$ cat src/rtl/core/capture_period_to_rpm_top_macros.svh
// Assertion macros shared by the capture tachometer RTL
`ifndef CAPTURE_PERIOD_TO_RPM_TOP_MACROS_SVH
`define CAPTURE_PERIOD_TO_RPM_TOP_MACROS_SVH

// Same-cycle implication, checked outside reset
`define CP2RPM_ASSERT_NOW(lbl, clk, rst_n, ante, cons, msg) \
    lbl: assert property (@(posedge clk) disable iff (!rst_n) (ante) |-> (cons)) \
        else $error(msg);

// Next-cycle implication, checked outside reset
`define CP2RPM_ASSERT_NEXT(lbl, clk, rst_n, ante, cons, msg) \
    lbl: assert property (@(posedge clk) disable iff (!rst_n) (ante) |=> (cons)) \
        else $error(msg);

`endif

$ cat src/rtl/core/cp2rpm_pkg.sv
// Constants and types for the capture tachometer
package cp2rpm_pkg;

    // Width of the free-running capture counter (16 to 32)
    localparam int COUNTER_BITS = 32;

    localparam int STAMP_W = 32;
    localparam int RATE_W  = 32;
    localparam int FREQ_W  = RATE_W + 8;
    localparam int SPEED_W = 46;

    // One quotient bit per divider step
    localparam int DIV_STEPS = FREQ_W;
    localparam int STEP_W    = $clog2(DIV_STEPS);

    localparam logic [RATE_W-1:0]  RATE_RESET = RATE_W'(1000000);
    localparam logic [STAMP_W-1:0] CNT_MASK   =
        STAMP_W'((64'd1 << COUNTER_BITS) - 64'd1);

    typedef enum logic [1:0] {
        ST_IDLE,
        ST_DIV,
        ST_HOLD
    } t_state;

endpackage

$ cat src/rtl/core/capture_period_to_rpm_top.sv
// Sequence: an item that opens a pair gives no result; a pair-closing item runs 40 restoring
// divide steps, then its result is loaded into the output registers once the output is free.
// Input stalls after a closing item until its result is loaded, so no new item is taken while
// a pair is in work; the shared divide step yields one quotient bit per cycle. A zero period
// bypasses the divider and goes straight to the output load; an output stall lengthens the input stall.
// Reset (synchronous, active low): tick rate 1000000, pairing state, held period, output empty.
`include "capture_period_to_rpm_top_macros.svh"

module capture_period_to_rpm_top
    import cp2rpm_pkg::*;
(
    input  logic               i_clk,
    input  logic               i_rst_n,
    // configuration
    input  logic               i_cfg_we,
    input  logic [RATE_W-1:0]  i_cfg_data,
    // capture items
    input  logic               i_in_valid,
    output logic               o_in_stall,
    input  logic               i_on_primary_channel,
    input  logic [STAMP_W-1:0] i_capture_stamp,
    // results
    output logic               o_out_valid,
    input  logic               i_out_stall,
    output logic [STAMP_W-1:0] o_period_ticks,
    output logic [FREQ_W-1:0]  o_frequency_q8,
    output logic [SPEED_W-1:0] o_speed_rpm_q8,
    output logic               o_zero_period
);

    t_state               r_state, n_state;
    logic [RATE_W-1:0]    r_rate, n_rate;
    logic                 r_awaiting, n_awaiting;
    logic [STAMP_W-1:0]   r_first, n_first;
    logic [STAMP_W-1:0]   r_held, n_held;
    logic [STAMP_W-1:0]   r_period, n_period;
    logic                 r_zero, n_zero;
    logic [STAMP_W-1:0]   r_rem, n_rem;
    logic [FREQ_W-1:0]    r_quot, n_quot;
    logic [STEP_W-1:0]    r_step, n_step;
    logic                 r_out_valid, n_out_valid;
    logic [STAMP_W-1:0]   r_o_period, n_o_period;
    logic [FREQ_W-1:0]    r_o_freq, n_o_freq;
    logic [SPEED_W-1:0]   r_o_speed, n_o_speed;
    logic                 r_o_zero, n_o_zero;

    logic [STAMP_W-1:0]   w_stamp;
    logic [STAMP_W-1:0]   w_pair_period;
    logic [STAMP_W:0]     w_rem_sh;
    logic [STAMP_W:0]     w_rem_diff;
    logic                 w_qbit;
    logic                 w_out_free;

    // Pairing arithmetic on the incoming stamp
    assign w_stamp       = i_capture_stamp & CNT_MASK;
    assign w_pair_period = (w_stamp != r_first) ? ((w_stamp - r_first) & CNT_MASK)
                                                : r_held;

    // Shared restoring divide step
    assign w_rem_sh   = {r_rem, r_quot[FREQ_W-1]};
    assign w_rem_diff = w_rem_sh - {1'b0, r_period};
    assign w_qbit     = !w_rem_diff[STAMP_W];

    assign w_out_free = !r_out_valid || !i_out_stall;

    // State register
    always_ff @(posedge i_clk) begin
        if (!i_rst_n) begin
            r_state <= ST_IDLE;
        end else begin
            r_state <= n_state;
        end
    end

    // Control and configuration registers
    always_ff @(posedge i_clk) begin
        if (!i_rst_n) begin
            r_rate      <= RATE_RESET;
            r_awaiting  <= 1'b0;
            r_first     <= '0;
            r_held      <= '0;
            r_out_valid <= 1'b0;
        end else begin
            r_rate      <= n_rate;
            r_awaiting  <= n_awaiting;
            r_first     <= n_first;
            r_held      <= n_held;
            r_out_valid <= n_out_valid;
        end
    end

    // Divider datapath and output payload
    always_ff @(posedge i_clk) begin
        r_period   <= n_period;
        r_zero     <= n_zero;
        r_rem      <= n_rem;
        r_quot     <= n_quot;
        r_step     <= n_step;
        r_o_period <= n_o_period;
        r_o_freq   <= n_o_freq;
        r_o_speed  <= n_o_speed;
        r_o_zero   <= n_o_zero;
    end

    // Sequencer: next state and next register values
    always_comb begin
        n_state     = r_state;
        n_rate      = r_rate;
        n_awaiting  = r_awaiting;
        n_first     = r_first;
        n_held      = r_held;
        n_period    = r_period;
        n_zero      = r_zero;
        n_rem       = r_rem;
        n_quot      = r_quot;
        n_step      = r_step;
        n_out_valid = r_out_valid;
        n_o_period  = r_o_period;
        n_o_freq    = r_o_freq;
        n_o_speed   = r_o_speed;
        n_o_zero    = r_o_zero;
        o_in_stall  = (r_state != ST_IDLE);

        if (i_cfg_we) begin
            n_rate = i_cfg_data;
        end

        // result taken downstream
        if (r_out_valid && !i_out_stall) begin
            n_out_valid = 1'b0;
        end

        unique case (r_state)
            ST_IDLE: begin
                if (i_in_valid && i_on_primary_channel) begin
                    if (!r_awaiting) begin
                        n_first    = w_stamp;
                        n_awaiting = 1'b1;
                    end else begin
                        n_held     = w_pair_period;
                        n_period   = w_pair_period;
                        n_awaiting = 1'b0;
                        n_rem      = '0;
                        n_step     = '0;
                        if (w_pair_period == '0) begin
                            n_zero  = 1'b1;
                            n_quot  = '0;
                            n_state = ST_HOLD;
                        end else begin
                            n_zero  = 1'b0;
                            n_quot  = {r_rate, 8'd0};
                            n_state = ST_DIV;
                        end
                    end
                end
            end
            ST_DIV: begin
                n_rem  = w_qbit ? w_rem_diff[STAMP_W-1:0] : w_rem_sh[STAMP_W-1:0];
                n_quot = {r_quot[FREQ_W-2:0], w_qbit};
                n_step = r_step + STEP_W'(1);
                if (r_step == STEP_W'(DIV_STEPS - 1)) begin
                    n_state = ST_HOLD;
                end
            end
            ST_HOLD: begin
                if (w_out_free) begin
                    n_out_valid = 1'b1;
                    n_o_period  = r_period;
                    n_o_freq    = r_quot;
                    // times 60 = times 64 minus times 4
                    n_o_speed   = {r_quot, 6'd0} - {4'd0, r_quot, 2'd0};
                    n_o_zero    = r_zero;
                    n_state     = ST_IDLE;
                end
            end
            default: begin
                n_state = ST_IDLE;
            end
        endcase
    end

    assign o_out_valid    = r_out_valid;
    assign o_period_ticks = r_o_period;
    assign o_frequency_q8 = r_o_freq;
    assign o_speed_rpm_q8 = r_o_speed;
    assign o_zero_period  = r_o_zero;

    // Checks
    `CP2RPM_ASSERT_NOW(a_rem_below_div, i_clk, i_rst_n, r_state == ST_DIV,
        r_rem < r_period, "divider remainder not below period")
    `CP2RPM_ASSERT_NEXT(a_pair_starts, i_clk, i_rst_n,
        i_in_valid && !o_in_stall && i_on_primary_channel && r_awaiting,
        (r_state == ST_DIV || r_state == ST_HOLD) && !r_awaiting,
        "closing capture did not start a computation")
    `CP2RPM_ASSERT_NEXT(a_hold_loads, i_clk, i_rst_n,
        r_state == ST_HOLD && (!r_out_valid || !i_out_stall),
        o_out_valid && r_state == ST_IDLE, "finished result not loaded")
    `CP2RPM_ASSERT_NOW(a_zero_result, i_clk, i_rst_n, o_out_valid && o_zero_period,
        o_period_ticks == '0 && o_frequency_q8 == '0 && o_speed_rpm_q8 == '0,
        "zero-period result carries nonzero fields")

endmodule
$ cat config.mk
export PLATFORM = sky130hd
export DESIGN_NAME = capture_period_to_rpm_top
export DESIGN_NICKNAME = d
export VERILOG_FILES = /design/src/rtl/core/cp2rpm_pkg.sv /design/src/rtl/core/capture_period_to_rpm_top.sv
export VERILOG_INCLUDE_DIRS = /design/src /design/src/rtl/core
export SDC_FILE = /design/constraint.sdc
export NUM_CORES = 1
export LEC_CHECK = 0
export BUFFER_PORTS_ARGS = -buffer_cell sky130_fd_sc_hd__buf_2
export CORE_MARGIN = 4
export CORE_UTILIZATION = 54
export CTS_CLUSTER_DIAMETER = 30
export CTS_CLUSTER_SIZE = 24
export DETAILED_ROUTE_END_ITERATION = 12
export GPL_ROUTABILITY_DRIVEN = 1
export PLACE_DENSITY = 0.81
export SLEW_MARGIN = 40
export SYNTH_ARGS = -nofsm -noshare
export SYNTH_HDL_FRONTEND = slang
export SYNTH_SLANG_ARGS = --single-unit
$ cat constraint.sdc
create_clock -name i_clk -period 6.95 [get_ports i_clk]
set_input_delay 1.39 -clock i_clk [delete_from_list [all_inputs] [get_ports i_clk]]
set_output_delay 1.39 -clock i_clk [all_outputs]
set_load 0.005 [all_outputs]
==> results.json <==
{
  "hold_viol": 0,
  "layout_commonest_cell": "nand2_1",
  "rrSetupSlack_ns": 2.46,
  "dr.first_iter.drc_count": 1203,
  "outcome": "completed",
  "synth.distinct_cells": 85,
  "power_leakage_nw": 9.16,
  "grt_pass1_wl_mm": 77.9,
  "switching_power_mw": 1.62,
  "grt-ovfl-total": 0,
  "rows": 67,
  "n_antenna_cell": 0,
  "final_cells": 2552,
  "critPathRequiredTime_ns": 7.25,
  "clock_skew_ns": 0.0349,
  "synth_top_family_by_area": "compound AO/OA/AOI/OAI gates",
  "clk_pin_slew_worst_paths_ns": 0.05,
  "crit_start": "i_capture_stamp[18]",
  "hold_path_class": "reg2reg",
  "critPathCaptureType": "flop",
  "ant_nets": 0,
  "fin_util_pct": 66.2,
  "seq_power_share_pct": 34.3,
  "cts-resized-gates": 0,
  "cts_buffers": 69,
  "grt_max_degree": 81,
  "worst_ir_drop_vdd_uv": 196,
  "synth_warnings": 0,
  "synthFlopType": "edfxtp_1",
  "drive_gt1_share_pct": 18.7,
  "cp.arrival_ns": 5.34,
  "nNetsFinal": 2221,
  "critPathCapture": "r_quot[24]$_DFFE_PP_",
  "dp_slack_ns": 1.35,
  "synthSimpleGateAreaFrac_pct": 15.1,
  "dr.pass1.iters": 6,
  "cts_setup_buffers": 0,
  "rr_worst_depth": 12,
  "r2r-start": "r_first[6]$_SDFFE_PN0P_",
  "synth-compound-area-share_pct": 19.0,
  "r2r-end": "r_quot[24]$_DFFE_PP_",
  "avgSynthCellArea_um2": 9.92,
  "htreeDepth": 3,
  "syn2layout_area_growth_pct": 20.4,
  "switching_share_pct": 25.5,
  "tightest_slew_ns": 0.792,
  "dpl.hpwl_mm": 33.1,
  "root_buffer": "clkbuf_16",
  "cp-start-kind": "input pin",
  "ys_ff_latch": 327,
  "grt_use_total_pct": 25.1,
  "clock_latency_ns": 0.59,
  "maxCapViolations": 0,
  "fin_hold_ws_ns": 0.427,
  "finalSetupViolCount": 0,
  "clockBufferDepth": 3,
  "cts_hold_buf": 0,
  "p_int_mw": 4.72,
  "cts_tree": "done",
  "largest_reg_flops": 43,
  "crit_type": "in2reg",
  "drc_errors": 0,
  "grt_pass1_vias": 14800,
  "die_area_um2": 37300,
  "synthArstFlopShare_pct": 0,
  "vias_per_cell": 5.89,
  "core_area_um2": 33700,
  "initial_utilization_pct": 55.0,
  "cp_max_fo": 34,
  "post-route-period-util_pct": 72.5,
  "p_comb_share_pct": 10.1,
  "num_vias": 15000,
  "cts.sinks": 327,
  "synth_fa_ha_area_share_pct": 7.11,
  "power_density_nw_per_um2": 284,
  "globalplace.congestion": 0.908,
  "fmax_mhz": 198,
  "synthXorXnorAreaFrac_pct": 3.55,
  "syn_inst": 1867,
  "setup_tns_ns": 0,
  "ys_seq_area_share_pct": 47.6,
  "layout_common_cells": "242 x nand2_1, 227 x edfxtp_1, 187 x buf_2",
  "setup_slack_ns": 1.91,
  "slew_headroom_pct": 47.2,
  "synthesis.area_um2": 18500,
  "drt-wirelength-per-cell_um": 19.0,
  "antenna_found_initial": 0,
  "io_pins": 191,
  "fp.dieH_um": 193,
  "post-route-min-period_ns": 5.04,
  "grt_setup_unrepaired": "false",
  "p_clk_share_pct": 55.6,
  "drt_wl_total_mm": 48.4,
  "die_x_um": 193,
  "placed_cells": 2424,
  "synth.area.mux_share_pct": 2.29,
  "synth_edf_count": 227,
  "port_buffers": 188,
  "final_max_slew_viol_count": 0
}
-- worst min path at each step --
| stage | startpoint | end | slack [ns] | depth (start not counted) |
|---|---|---|---|---|
| 2_1_floorplan | r_zero$_DFFE_PP_ | o_zero_period$_DFFE_PP_ | 0.40 | 0 |
| 3_3_place_gp | r_zero$_DFFE_PP_ | o_zero_period$_DFFE_PP_ | 0.42 | 0 |
| 3_5_place_dp | r_zero$_DFFE_PP_ | o_zero_period$_DFFE_PP_ | 0.41 | 0 |
| 4_1_cts | r_zero$_DFFE_PP_ | o_zero_period$_DFFE_PP_ | 0.42 | 0 |
| 5_1_grt | r_zero$_DFFE_PP_ | o_zero_period$_DFFE_PP_ | 0.44 | 0 |
| 6_report | r_zero$_DFFE_PP_ | o_zero_period$_DFFE_PP_ | 0.43 | 0 |
-- Yosys cell counts, drive strengths merged (13+ instances only) --
cell type / count / area (um^2)
nand4: 16 / 106
mux2i: 39 / 390
a21o: 55 / 413
o211ai: 13 / 97.6
nor3: 27 / 135
edfxtp: 227 / 6820
a21boi: 51 / 383
nand2: 242 / 908
nor2: 117 / 439
a211oi: 22 / 170
and2: 14 / 87.6
inv: 138 / 518
clkbuf: 70 / 263
a31oi: 21 / 138
nand3: 51 / 255
o22ai: 32 / 388
dfxtp: 100 / 2000
o21bai: 22 / 165
o21ai: 82 / 414
buf: 24 / 189
xor2: 21 / 184
ha: 102 / 1280
nor2b: 30 / 188
o21a: 16 / 120
nor3b: 17 / 133
xnor2: 54 / 473
a21oi: 102 / 510
-- cell type report --
cell class / instances / area (um^2)
Clock buffer: 74 / 1800
Clock inverter: 54 / 752
Fill cell: 2531 / 11400
Inverter: 139 / 522
Multi-Input combinational cell: 1308 / 8780
Sequential cell: 327 / 8820
Tap cell: 448 / 561
Timing Repair Buffer: 202 / 1070
-- critical path: stages --
cell and delay, ns:
buf_2 0.11, ha_1 0.50, and4_1 0.29, nand4_1 0.13
or4_1 0.75, o32ai_2 0.21, a31oi_2 0.11, or4_4 0.55
nor3b_2 0.20, and4_1 0.23, and4_4 0.66, o22ai_2 0.18
-- metrics by stage --
stage | instance area (um^2) | power (mW)
after floorplan | 18500 | 2.67
after global placement | 19700 | 2.82
after detailed placement | 19700 | 2.83
after CTS | 22300 | 6.38
after global routing | 22300 | 6.57
final | 22300 | 6.34
-- kinds of logic (layout without fill, tap and decap cells) --
logic type                 count (synthesis)  count (layout)
other                                      1               2
adders and majority gates                104             104
AOI/OAI and AO/OA                        496             496
muxes                                     42              42
buffers and inverters                    233             469
xor gates and xnor gates                  75              75
and+or+nand+nor                          589             589
DFF                                      327             327
-- per-layer routing --
metal	up-vias	routed length [um]	global-route usage [%]
met3	134	3220	5.48
met4	0	1840	10.4
met5	-	0	0
met1	7135	19900	31.2
li1	7149	-	-
met2	601	23400	42.7
-- power by group through the flow --
stage                     registers (mW)  logic [mW]  clock network (mW)
after detailed placement            2.21       0.623                   0
after global routing                2.18       0.706                3.69
after global placement              2.21       0.606                   0
after floorplan                     2.20       0.465                   0
final                               2.18       0.642                3.52
after CTS                           2.18       0.634                3.57
(Power assumes the default switching activity.)
